`config.mk`:
```
export PLATFORM = sky130hd
export DESIGN_NAME = gamepad_line_parser_with_watchdog
export DESIGN_NICKNAME = d
export VERILOG_FILES = /design/src/hw/rtl/gplpw_pkg.sv /design/src/hw/rtl/gamepad_line_parser_with_watchdog.sv
export SDC_FILE = /design/constraint.sdc
export NUM_CORES = 1
export LEC_CHECK = 0
export BUFFER_PORTS_ARGS = -buffer_cell sky130_fd_sc_hd__buf_4
export CAP_MARGIN = 20
export CORE_MARGIN = 3
export CORE_UTILIZATION = 40
export CTS_CLUSTER_DIAMETER = 150
export CTS_CLUSTER_SIZE = 16
export DETAILED_ROUTE_END_ITERATION = 8
export GPL_TIMING_DRIVEN = 0
export PLACE_DENSITY = 0.62
export SKIP_LAST_GASP = 1
export SYNTH_ARGS = -nofsm -noshare
export SYNTH_HDL_FRONTEND = slang
export SYNTH_SLANG_ARGS = --single-unit
```
`constraint.sdc`:
```
create_clock -name clk -period 15.3 [get_ports clk]
set_clock_uncertainty 0.05 [all_clocks]
set_input_delay 1.53 -clock clk [delete_from_list [all_inputs] [get_ports clk]]
set_output_delay 1.53 -clock clk [all_outputs]
set_load 0.02 [all_outputs]
```
`src/hw/rtl/gplpw_pkg.sv`:
```
// Package for the gamepad line parser with watchdog.
// Holds operation codes, token limits, neutral values and the button remap functions.
// Depends on nothing.
package gplpw_pkg;

	// Line format limits.
	localparam int MAX_DIGITS = 8;
	localparam int NUM_TOKENS = 6;

	// Operation codes of an input beat.
	localparam logic [1:0] OP_BYTE = 2'd0;
	localparam logic [1:0] OP_FEED = 2'd1;
	localparam logic [1:0] OP_POLL = 2'd2;

	// Result kinds.
	localparam logic KIND_LINE  = 1'b0;
	localparam logic KIND_WATCH = 1'b1;

	// Neutral and reset values.
	localparam logic [7:0]  STICK_NEUTRAL = 8'h80;
	localparam logic [3:0]  HAT_NEUTRAL   = 4'd8;
	localparam logic [15:0] TIMEOUT_RESET = 16'd200;
	localparam logic [7:0]  CHAR_SPACE    = 8'h20;

	typedef logic [15:0] token_t;

	// Host button word to the three controller button bytes, byte 0 lowest.
	function automatic logic [23:0] map_buttons(input token_t pc);
		logic [7:0] b0;
		logic [7:0] b1;
		logic [7:0] b2;
		b0 = {pc[7], pc[5], 2'b00, pc[2], pc[1], pc[3], pc[0]};
		b1 = {2'b00, pc[13], pc[12], pc[10], pc[11], pc[9], pc[8]};
		b2 = {pc[6], pc[4], 6'b000000};
		return {b2, b1, b0};
	endfunction

	// Hat direction to the direction bits of the third button byte.
	function automatic logic [7:0] map_hat(input logic [7:0] hat);
		logic [7:0] r;
		case (hat)
			8'd0: r = 8'h02;
			8'd1: r = 8'h02 | 8'h04;
			8'd2: r = 8'h04;
			8'd3: r = 8'h04 | 8'h01;
			8'd4: r = 8'h01;
			8'd5: r = 8'h01 | 8'h08;
			8'd6: r = 8'h08;
			8'd7: r = 8'h08 | 8'h02;
			default: r = 8'h00;
		endcase
		return r;
	endfunction

endpackage

```
`src/hw/rtl/gamepad_line_parser_with_watchdog.sv`:
```
// Top level of the gamepad line parser with watchdog.
// Parses hex command lines into controller state and neutralises stale input.
// Depends on gplpw_pkg.
//
// Usage:
// The input channel (in_valid / in_stall) carries one beat per line byte, watchdog
// feed or watchdog poll, selected by op. A line byte with last_byte set closes the
// line and yields one result beat (kind 0, accepted set if all six hex tokens parsed).
// A poll that finds the timeout run out while the input is not neutral forces the
// input to neutral and yields one result beat of kind 1. Feeds never yield a result.
// The output channel (out_valid / out_stall) carries the full controller state as
// it stands after the beat that caused the result.
// An accepted beat sits in the input register, and the state update loads the result
// register from it. Throughput is one beat per cycle while the receiver does not stall,
// as the state update between those registers is combinational.
// While the receiver stalls, the result register holds and the input register may
// still take one beat; further beats are stalled until the result is taken.
// The configuration channel (cfg_valid / cfg_ready) writes timeout_ms and is always
// ready; the user must write it only while the block is idle, which it does not enforce.
// Reset clears the line parser, sets the input to neutral, zeroes the press count,
// forgets any feed and sets the timeout to 200 ms.
module gamepad_line_parser_with_watchdog (
	input  logic        clk,
	input  logic        arst_n,
	input  logic        cfg_valid,
	output logic        cfg_ready,
	input  logic [15:0] timeout_ms,
	input  logic        in_valid,
	output logic        in_stall,
	input  logic [1:0]  op,
	input  logic [7:0]  line_byte,
	input  logic        last_byte,
	input  logic [31:0] now_ms,
	output logic        out_valid,
	input  logic        out_stall,
	output logic        kind,
	output logic        accepted,
	output logic [23:0] bt_buttons,
	output logic [7:0]  left_x,
	output logic [7:0]  left_y,
	output logic [7:0]  right_x,
	output logic [7:0]  right_y,
	output logic [15:0] raw_buttons,
	output logic [3:0]  raw_hat,
	output logic [31:0] press_count
);
	import gplpw_pkg::*;

	// Input register stage.
	logic        valid_s1;
	logic [1:0]  op_s1;
	logic [7:0]  byte_s1;
	logic        last_s1;
	logic [31:0] now_s1;

	// Configuration and controller state.
	logic [15:0] timeout_q;
	logic [23:0] bt_q;
	logic [7:0]  stick_q [4];
	logic [15:0] raw_btn_q;
	logic [3:0]  raw_hat_q;
	logic [31:0] press_q;
	logic        was_pressed_q;
	logic [31:0] feed_time_q;
	logic        fed_q;

	// Line parser state.
	logic        line_start_q;
	logic [2:0]  tidx_q;
	logic [3:0]  dcount_q;
	token_t      tacc_q;
	logic        bad_q;
	token_t      pend_q [NUM_TOKENS];

	// Result register.
	logic        out_valid_q;
	logic        kind_q;
	logic        acc_q;
	logic [23:0] o_bt_q;
	logic [7:0]  o_stick_q [4];
	logic [15:0] o_raw_btn_q;
	logic [3:0]  o_raw_hat_q;
	logic [31:0] o_press_q;

	// Handshake control.
	logic advance;
	logic fire;
	assign advance   = !out_valid_q || !out_stall;
	assign fire      = valid_s1 && advance;
	assign in_stall  = valid_s1 && !advance;
	assign cfg_ready = 1'b1;

	// Next-state values from the item in the input register.
	logic        n_start, n_bad;
	logic [2:0]  n_tidx;
	logic [3:0]  n_dcount;
	token_t      n_tacc;
	logic        close_en;
	logic [2:0]  close_idx;
	token_t      close_val;
	logic [23:0] n_bt;
	logic [7:0]  n_stick [4];
	logic [15:0] n_raw_btn;
	logic [3:0]  n_raw_hat;
	logic [31:0] n_press;
	logic        n_was;
	logic        n_fed;
	logic [31:0] n_feed_time;
	logic        has_result;
	logic        res_kind;
	logic        res_acc;

	// Hex digit decode of the byte.
	logic       is_hex;
	logic [3:0] nib;
	always_comb begin
		is_hex = 1'b1;
		nib    = 4'd0;
		if (byte_s1 >= 8'h30 && byte_s1 <= 8'h39) begin
			nib = 4'(byte_s1 - 8'h30);
		end else if (byte_s1 >= 8'h61 && byte_s1 <= 8'h66) begin
			nib = 4'(byte_s1 - 8'h57);
		end else if (byte_s1 >= 8'h41 && byte_s1 <= 8'h46) begin
			nib = 4'(byte_s1 - 8'h37);
		end else begin
			is_hex = 1'b0;
		end
	end

	// Watchdog expiry: fed, difference below half range and at least the timeout.
	logic [31:0] diff;
	logic        expired;
	logic        not_neutral;
	assign diff    = now_s1 - feed_time_q;
	assign expired = fed_q && !diff[31] && (diff >= {16'd0, timeout_q});
	assign not_neutral = (bt_q != 24'd0) || (stick_q[0] != STICK_NEUTRAL) ||
		(stick_q[1] != STICK_NEUTRAL) || (stick_q[2] != STICK_NEUTRAL) ||
		(stick_q[3] != STICK_NEUTRAL);

	// Applied line values; the sixth token may be closing in this same beat.
	token_t      tok5;
	logic [7:0]  hat8;
	logic [23:0] line_bt;
	assign tok5    = (close_en && close_idx == 3'(NUM_TOKENS - 1)) ? close_val
		: pend_q[NUM_TOKENS - 1];
	assign hat8    = pend_q[1][7:0];
	assign line_bt = map_buttons(pend_q[0]) | {map_hat(hat8), 16'd0};

	// Parser, line completion and watchdog for one beat.
	always_comb begin
		n_start     = line_start_q;
		n_bad       = bad_q;
		n_tidx      = tidx_q;
		n_dcount    = dcount_q;
		n_tacc      = tacc_q;
		close_en    = 1'b0;
		close_idx   = tidx_q;
		close_val   = tacc_q;
		n_bt        = bt_q;
		n_stick     = stick_q;
		n_raw_btn   = raw_btn_q;
		n_raw_hat   = raw_hat_q;
		n_press     = press_q;
		n_was       = was_pressed_q;
		n_fed       = fed_q;
		n_feed_time = feed_time_q;
		has_result  = 1'b0;
		res_kind    = KIND_LINE;
		res_acc     = 1'b0;
		unique case (op_s1)
			OP_BYTE: begin
				// Take the byte into the current token; the first byte of a line is skipped.
				if (line_start_q) begin
					n_start = 1'b0;
				end else if (!bad_q && tidx_q < 3'(NUM_TOKENS)) begin
					if (byte_s1 == CHAR_SPACE) begin
						if (dcount_q != 4'd0) begin
							close_en = 1'b1;
						end
					end else if (!is_hex || dcount_q >= 4'(MAX_DIGITS)) begin
						n_bad = 1'b1;
					end else begin
						n_tacc   = {tacc_q[11:0], nib};
						n_dcount = dcount_q + 4'd1;
					end
				end
				// The final byte closes any open token unless the line is bad.
				if (last_s1 && !n_bad && n_tidx < 3'(NUM_TOKENS) && n_dcount != 4'd0) begin
					close_en  = 1'b1;
					close_val = n_tacc;
				end
				if (close_en) begin
					n_tidx   = tidx_q + 3'd1;
					n_dcount = 4'd0;
					n_tacc   = '0;
				end
				// Line end: apply on success, then start a fresh line.
				if (last_s1) begin
					res_acc    = !n_bad && n_tidx == 3'(NUM_TOKENS);
					has_result = 1'b1;
					if (res_acc) begin
						n_bt       = line_bt;
						n_stick[0] = pend_q[2][7:0];
						n_stick[1] = pend_q[3][7:0];
						n_stick[2] = pend_q[4][7:0];
						n_stick[3] = tok5[7:0];
						n_raw_btn  = pend_q[0];
						n_raw_hat  = (hat8 > 8'd8) ? HAT_NEUTRAL : hat8[3:0];
						if (line_bt != 24'd0 && !was_pressed_q) begin
							n_press = press_q + 32'd1;
							n_was   = 1'b1;
						end else if (line_bt == 24'd0) begin
							n_was = 1'b0;
						end
					end
					n_start  = 1'b1;
					n_tidx   = 3'd0;
					n_dcount = 4'd0;
					n_tacc   = '0;
					n_bad    = 1'b0;
				end
			end
			OP_FEED: begin
				n_feed_time = now_s1;
				n_fed       = 1'b1;
			end
			OP_POLL: begin
				if (expired && not_neutral) begin
					n_bt       = 24'd0;
					n_stick[0] = STICK_NEUTRAL;
					n_stick[1] = STICK_NEUTRAL;
					n_stick[2] = STICK_NEUTRAL;
					n_stick[3] = STICK_NEUTRAL;
					n_raw_btn  = 16'd0;
					n_raw_hat  = HAT_NEUTRAL;
					n_was      = 1'b0;
					has_result = 1'b1;
					res_kind   = KIND_WATCH;
				end
			end
			default: begin
			end
		endcase
	end

	// Input register: control bit.
	always_ff @(posedge clk or negedge arst_n) begin
		if (!arst_n) begin
			valid_s1 <= 1'b0;
		end else if (!in_stall) begin
			valid_s1 <= in_valid;
		end
	end

	// Input register: payload.
	always_ff @(posedge clk) begin
		if (in_valid && !in_stall) begin
			op_s1   <= op;
			byte_s1 <= line_byte;
			last_s1 <= last_byte;
			now_s1  <= now_ms;
		end
	end

	// Configuration register.
	always_ff @(posedge clk or negedge arst_n) begin
		if (!arst_n) begin
			timeout_q <= TIMEOUT_RESET;
		end else if (cfg_valid && cfg_ready) begin
			timeout_q <= timeout_ms;
		end
	end

	// Controller, watchdog and parser state.
	always_ff @(posedge clk or negedge arst_n) begin
		if (!arst_n) begin
			bt_q          <= 24'd0;
			stick_q       <= '{default: STICK_NEUTRAL};
			raw_btn_q     <= 16'd0;
			raw_hat_q     <= HAT_NEUTRAL;
			press_q       <= 32'd0;
			was_pressed_q <= 1'b0;
			feed_time_q   <= 32'd0;
			fed_q         <= 1'b0;
			line_start_q  <= 1'b1;
			tidx_q        <= 3'd0;
			dcount_q      <= 4'd0;
			tacc_q        <= '0;
			bad_q         <= 1'b0;
		end else if (fire) begin
			bt_q          <= n_bt;
			stick_q       <= n_stick;
			raw_btn_q     <= n_raw_btn;
			raw_hat_q     <= n_raw_hat;
			press_q       <= n_press;
			was_pressed_q <= n_was;
			feed_time_q   <= n_feed_time;
			fed_q         <= n_fed;
			line_start_q  <= n_start;
			tidx_q        <= n_tidx;
			dcount_q      <= n_dcount;
			tacc_q        <= n_tacc;
			bad_q         <= n_bad;
		end
	end

	// Token store; an entry is always written earlier in the line than it is read.
	always_ff @(posedge clk) begin
		if (fire && close_en && close_idx < 3'(NUM_TOKENS)) begin
			pend_q[close_idx] <= close_val;
		end
	end

	// Result register: control bit.
	always_ff @(posedge clk or negedge arst_n) begin
		if (!arst_n) begin
			out_valid_q <= 1'b0;
		end else if (advance) begin
			out_valid_q <= fire && has_result;
		end
	end

	// Result register: payload.
	always_ff @(posedge clk) begin
		if (fire && has_result) begin
			kind_q      <= res_kind;
			acc_q       <= res_acc;
			o_bt_q      <= n_bt;
			o_stick_q   <= n_stick;
			o_raw_btn_q <= n_raw_btn;
			o_raw_hat_q <= n_raw_hat;
			o_press_q   <= n_press;
		end
	end

	assign out_valid   = out_valid_q;
	assign kind        = kind_q;
	assign accepted    = acc_q;
	assign bt_buttons  = o_bt_q;
	assign left_x      = o_stick_q[0];
	assign left_y      = o_stick_q[1];
	assign right_x     = o_stick_q[2];
	assign right_y     = o_stick_q[3];
	assign raw_buttons = o_raw_btn_q;
	assign raw_hat     = o_raw_hat_q;
	assign press_count = o_press_q;

	// The input side is only held back while the input register is occupied.
	a_stall_needs_item: assert property (@(posedge clk) disable iff (!arst_n)
		in_stall |-> valid_s1)
		else $error("input stalled with an empty input register");

	// The token index never runs past the token count.
	a_tidx_range: assert property (@(posedge clk) disable iff (!arst_n)
		tidx_q <= 3'(NUM_TOKENS))
		else $error("token index out of range");

	// The press count moves by at most one per cycle.
	a_press_step: assert property (@(posedge clk) disable iff (!arst_n)
		1'b1 |=> (press_q == $past(press_q) || press_q == $past(press_q) + 32'd1))
		else $error("press count jumped");

	// A watchdog result reports neutral input and no accepted line.
	a_watch_neutral: assert property (@(posedge clk) disable iff (!arst_n)
		(out_valid && kind == KIND_WATCH) |->
		(!accepted && bt_buttons == 24'd0 && raw_hat == HAT_NEUTRAL))
		else $error("watchdog result not neutral");

endmodule
```
======== Word-level counts from Yosys, hierarchy flattened ========
Memory sizes are Yosys's and may differ from the RTL's.
Cells that the tools add are included.
storage, ports and cells
  flip-flop bits (word level) ............. 338
  bits in latches ......................... 0
  memory bits (writable) .................. 96
  ROM bits ................................ 32
  input bits .............................. 64
  memories ................................ 2
operators by class
  add/sub/neg operators ................... 7
  $mul .................................... 0
  div/mod/pow operators ................... 0
  order comparisons ....................... 10
  eq/ne operators ......................... 13
  shift operators ......................... 0
  mux-type cells .......................... 71
  bitwise operators ....................... 1
  reductions and logical operators ........ 46
memories
  name              words  bits a word  rd ports  clocked after Yosys merged registers in  wr ports  line                                     text
  pend_q            6      16           6         0                                        1         gamepad_line_parser_with_watchdog.sv:73  token_t pend_q [NUM_TOKENS];
  (name not given)  8      4            1         0                                        0         gplpw_pkg.sv:41                          case (hat)
operators with widths
  kind                     count
  $mux W32                 7
  $mux W16                 11
  $mux W24                 3
  $pmux W32 S2             1
  $mux W4                  14
  $pmux W24 S2             1
  $reduce_bool A24 Y1      2
  $add A32 B1 Y32 const B  1
  $ge A32 B16 Y1           1
  $ne A8 B8 Y1 const B     4
  $pmux W16 S2             1
  $sub A32 B32 Y32         1
  $mux W1                  25
  $logic_not A24 Y1        1
  $or A24 B24 Y24          1
  $logic_and A1 B1 Y1      19
  $ge A8 B7 Y1 const B     2
  $le A8 B7 Y1 const B     2
  $mux W8                  2
  $logic_not A1 Y1         9
  $mux W3                  3
  $eq A8 B6 Y1 const B     1
  $ge A8 B6 Y1 const B     1
  $gt A8 B4 Y1 const B     1
  other kinds (21)         34

======== Depth between registers and ports, before layout ========
  depth after elaboration ................. 25
  gate-level depth with buffers ........... 27
  depth with buffers taken out ............ 25

======== Worst setup path after synthesis ========
Ideal clock, no wire load.
  path type ............................... register to register
  from .................................... register now_s1[0]
  to ...................................... register acc_q (netlist: accepted), enable pin
  setup time .............................. 0.615 ns
  arrival time ............................ 8.864 ns
  required time ........................... 14.635 ns
  slack ................................... 5.771 ns
  stages on the path, launching flop included .. 23
  period minus slack after synthesis ...... 9.529 ns
  path through ............................ edfxtp_1 -> inv_1 -> ha_1 -> inv_1 -> fa_1 -> a211oi_1 -> o21ai_0 -> nand2_1 -> nand2_1 -> a21oi_1 -> o21bai_1 -> a21oi_1 -> o21bai_1 -> a21oi_1 -> xnor2_1 -> ha_1 -> nand4_1 -> nor4_1 -> a211oi_1 -> nand4_1 -> nor4_4 -> a211o_1 -> a21oi_1
between the ends
  longest elaborated chain between the ends .. 8
  elaborated cells on any way between the ends .. 9
  those cells by class .................... add/sub (1); order compare (1); mux (2); reduce/logical (5)
RTL lines
  element                                                                 line                                      text
  from (decl)                                                             gamepad_line_parser_with_watchdog.sv:54   logic [31:0] now_s1;
  from (signal assigned)                                                  gamepad_line_parser_with_watchdog.sv:261  now_s1 <= now_ms;
  $sub A32 B32 Y32 *                                                      gamepad_line_parser_with_watchdog.sv:134  assign diff = now_s1 - feed_time_q;
  parallel branches: the longest is 2 deep, another holds $ge A32 B16 Y1  --
  $logic_and A1 B1 Y1 *                                                   gamepad_line_parser_with_watchdog.sv:135  assign expired = fed_q && !diff[31] && (diff >= {16'd0, timeout_q});
  $logic_and A1 B1 Y1 *                                                   gamepad_line_parser_with_watchdog.sv:228  if (expired && not_neutral) begin
  $mux W1 *                                                               gamepad_line_parser_with_watchdog.sv:228
  $pmux W1 S2 *                                                           gamepad_line_parser_with_watchdog.sv:170  unique case (op_s1)
  $logic_and A1 B1 Y1 *                                                   gamepad_line_parser_with_watchdog.sv:325  if (fire && has_result) begin
  to (signal assigned)                                                    gamepad_line_parser_with_watchdog.sv:327  acc_q <= res_acc;
  to (decl)                                                               gamepad_line_parser_with_watchdog.sv:78   logic acc_q;
Every way passes the cells marked *.
A chain may end at the register's enable or synchronous reset.

======== Worst setup path after layout ========
  from .................................... register now_s1[0]
  to ...................................... register o_raw_btn_q[8] (netlist: raw_buttons[8]), enable pin
between the ends
  longest elaborated chain between the ends .. 8
  elaborated cells on any way between the ends .. 9
  those cells by class .................... add/sub (1); order compare (1); mux (2); reduce/logical (5)
RTL lines
  element                                                                 line                                      text
  $sub A32 B32 Y32 *                                                      gamepad_line_parser_with_watchdog.sv:134
  parallel branches: the longest is 2 deep, another holds $ge A32 B16 Y1  --
  $logic_and A1 B1 Y1 *                                                   gamepad_line_parser_with_watchdog.sv:135
  $logic_and A1 B1 Y1 *                                                   gamepad_line_parser_with_watchdog.sv:228
  $mux W1 *                                                               gamepad_line_parser_with_watchdog.sv:228
  $pmux W1 S2 *                                                           gamepad_line_parser_with_watchdog.sv:170
  $logic_and A1 B1 Y1 *                                                   gamepad_line_parser_with_watchdog.sv:325
  to (signal assigned)                                                    gamepad_line_parser_with_watchdog.sv:330  o_raw_btn_q <= n_raw_btn;
  to (decl)                                                               gamepad_line_parser_with_watchdog.sv:81   logic [15:0] o_raw_btn_q;
Marked as above.

==> out/qor.yml <==
status:
  status: "completed"
timing:
  slew_headroom_pct: 24.9
  setup_viol: 0
  tns_ns: 0
  fin_crit_sh_pct: 38.9
  fmax_ghz: 0.168
  fin_crit_ns: 5.96
  finalHoldViolations: 0
  drv_slew: 0
  worst_pin_slew_ns: 1.12
  grt_setup_unrepaired: "false"
clock_tree:
  tritoncts: "yes"
  cts_root_buf: "clkbuf_16"
  post_cts_buffers: 0
  path_clk_slew_ns: 0.07
  cts-buffers-inserted: 28
  cts.path.max_buffers: 3
  cts_max_level: 1
  cts_repair_resize_count: 0
  ctsHoldBuffers: 0
  worstSkewPairLatency_ns: 0.58
  cts.sinks: 394
logic_synthesis:
  synthMuxAreaShare_pct: 3.63
  synth_cells: 1419
  synth_simple_gate_area_share_pct: 8.89
  synth_seq_cells: 394
  synthTopCellsByArea: "edfxtp_1 (35%), dfrtp_1 (25%), a22o_1 (6.6%), ha_1 (3.8%), mux2_2 (3.0%)"
  synthAdderAreaFrac_pct: 3.95
  synth_edf_count: 209
  syn_area_mm2: 0.0179
  synth_flop_cell: "edfxtp_1"
  postSynthNetCount: 1539
  yosysTopAreaCellShare_pct: 35.0
  synth_xor_area_share_pct: 4.20
  ys_seq_area_share_pct: 60.9
  synth_top_area_cell: "edfxtp_1"
  syn_area_per_cell_um2: 12.6
  synth_cell_types: 81
  synth_top_family_by_area: "compound AO/OA/AOI/OAI gates"
  synth-compound-area-share_pct: 14.9
  yosys_warnings: 0
  synth-async-reset-ratio_pct: 47.0
final_layout:
  num-fill-cells: 3917
  area_growth_syn_to_layout_pct: 17.2
  layout_commonest_cell: "edfxtp_1"
  drive_gt1_share_pct: 19.1
  antenna-diode-count: 0
  final_cell_mix: "edfxtp_1 (209), buf_4 (188), dfrtp_1 (176)"
  regArea_mm2: 0.0109
  final_nets: 1759
  multi_input_area_mm2: 0.00640
drt:
  drc_errors: 0
  initialDrtViolationCount: 907
  routed_wl_um: 42600
  firstDrtPassIters: 5
  avgRoutedWirePerCell_um: 18.9
  ant_nets: 0
  viasPerCell: 5.37
  num_vias: 12067
die:
  coreArea_mm2: 0.0436
  fp.dieW_um: 218
  floorplan.rows: 76
  initial_core_util_pct: 41.1
  ioPinCount: 177
  die-area_mm2: 0.0474
  chipHeight_um: 218
hold_path:
  hp-class: "flip-flop to flip-flop"
  hold_depth: 1
global_route:
  grt_antenna_before_repair: 1
  grt_max_degree: 98
  gr-total-overflow: 0
  grtUsageMet2_pct: 29.7
  grt_pass1_vias: 11995
  busiest_layer: "met2"
  grtUsageMet3_pct: 2.38
  use_met1_pct: 24.4
  grt_pass1_wl_um: 66900
  grt_use_total_pct: 17.7
place:
  io_buffers: 175
  hpwlAfterDp_um: 30600
  place_congestion: 0.844
pwr:
  p_leak_uw: 0.00888
  total_power_uw: 2520
  powerDensity_mw_per_mm2: 120
  vdd_drop_max_v: 0.000109
critical_path:
  cp_max_fo: 32
  worstSetupEndpointType: "flip-flop"
  worstRegToRegCells: 26
  startpoint_type: "flip-flop"
  arrival_ns: 6.19
  crit_required_ns: 15.53
  critPathKind: "flip-flop to flip-flop"
run:
  drv_cap: 0
-- per-layer routing --
metal | up-vias | part of all wire (%)
met5 | - | 0
met4 | 0 | 2.6
met3 | 68 | 4.7
met2 | 309 | 48
met1 | 5962 | 44
li1 | 5728 | -
-- worst max-delay path: stages (launching register included) --
cell      delay, ns
edfxtp_1       0.38
inv_1          0.08
ha_1           0.17
inv_1          0.05
fa_1           0.42
a211oi_1       0.37
o21ai_0        0.20
nand2_1        0.10
nand2_1        0.05
a21oi_1        0.23
o21bai_1       0.09
a21oi_1        0.23
o21bai_1       0.09
a21oi_1        0.18
xnor2_1        0.09
ha_1           0.28
nand4_1        0.15
nor4_1         0.47
a211oi_1       0.10
nand4_1        0.15
nor4_4         0.08
a211o_1        0.37
a21oi_4        0.38
buf_12         0.24
buf_12         0.22
buf_16         0.19
buf_12         0.21
-- flip-flops by register name, summed over array words and instances (netlist names), 24 cells and up --
| signal | flops |
|---|---|
| bt_buttons | 24 |
| now_s1 | 32 |
| press_count | 32 |
| pend_q | 56 |
| stick_q | 32 |
| feed_time_q | 32 |
| bt_q | 24 |
| press_q | 32 |
-- kinds of logic after synthesis --
| family | after synthesis |
|---|---|
| mux | 59 |
| fa+ha+maj | 56 |
| other cells | 1 |
| xor+xnor | 86 |
| simple gates | 317 |
| buf+inv | 149 |
| compound gates | 357 |
| flops | 394 |
-- final cells by class --
class                   instances  share of cell area (%)
flip-flops and latches        394                    51.9
multi-input cells             876                    30.4
repair buffers                190                    7.19
clock buffers                  50                    3.73
well taps                     585                    3.48
plain buffers                  68                    1.62
inverters                      81                    1.45
clock inverters                 2                   0.184
-- stage by stage --
step | util (%) | setup WS [ns] | hold WS [ns] | cell area (um2) | instances
after floorplan | - | 5.77 | 0.378 | 17900 | 1419
after global placement | 45.8 | 2.68 | 0.397 | 20000 | 2179
after detailed placement | 46.3 | 9.38 | 0.402 | 20200 | 2192
after global routing | 48.2 | 8.96 | 0.436 | 21000 | 2246
after CTS | 48.2 | 9.34 | 0.419 | 21000 | 2244
final | 48.2 | 9.34 | 0.414 | 21000 | 2246
-- cells in the mapped netlist (3+ instances only) --
master,number
nand3_1,31
o21a_1,7
dfrtp_1,176
nand4_1,21
buf_6,5
edfxtp_1,209
a221o_1,3
mux2_2,48
o211ai_1,11
o2bb2ai_1,6
buf_4,10
xor2_1,29
buf_2,8
nor2_1,59
a211o_1,3
inv_1,80
nor2b_1,4
nor4_1,22
a211oi_1,8
o31ai_1,6
nand2b_1,12
nor3_1,15
a31oi_1,7
and3_1,12
ha_1,55
and4_1,4
a22o_1,135
xnor2_1,57
mux2i_1,11
nand2_1,99
a21o_1,18
o21bai_1,6
a21oi_1,56
o21ai_0,48
and2_1,16
or3_1,7
dfstp_2,9
o221ai_1,3
clkbuf_1,44
o21ai_1,6
-- final timing paths --
kind	startpoint	endpoint	slack, ns
worst max register to register	now_s1[0]	raw_buttons[8]	9.34
worst min-delay path	fed_q	fed_q	0.41
min in group asynchronous	arst_n	feed_time_q[28]	0.90
worst max-delay path	now_s1[0]	raw_buttons[8]	9.34
worst min register to register	fed_q	fed_q	0.41
max in group asynchronous	arst_n	stick_q[31]	13.36
-- power by group --
part,switching [uW],internal [uW]
combinational,355,240
clock,364,349
sequential,28.8,1180
total,747,1770
No activity file was read; power rests on OpenSTA's default activity.
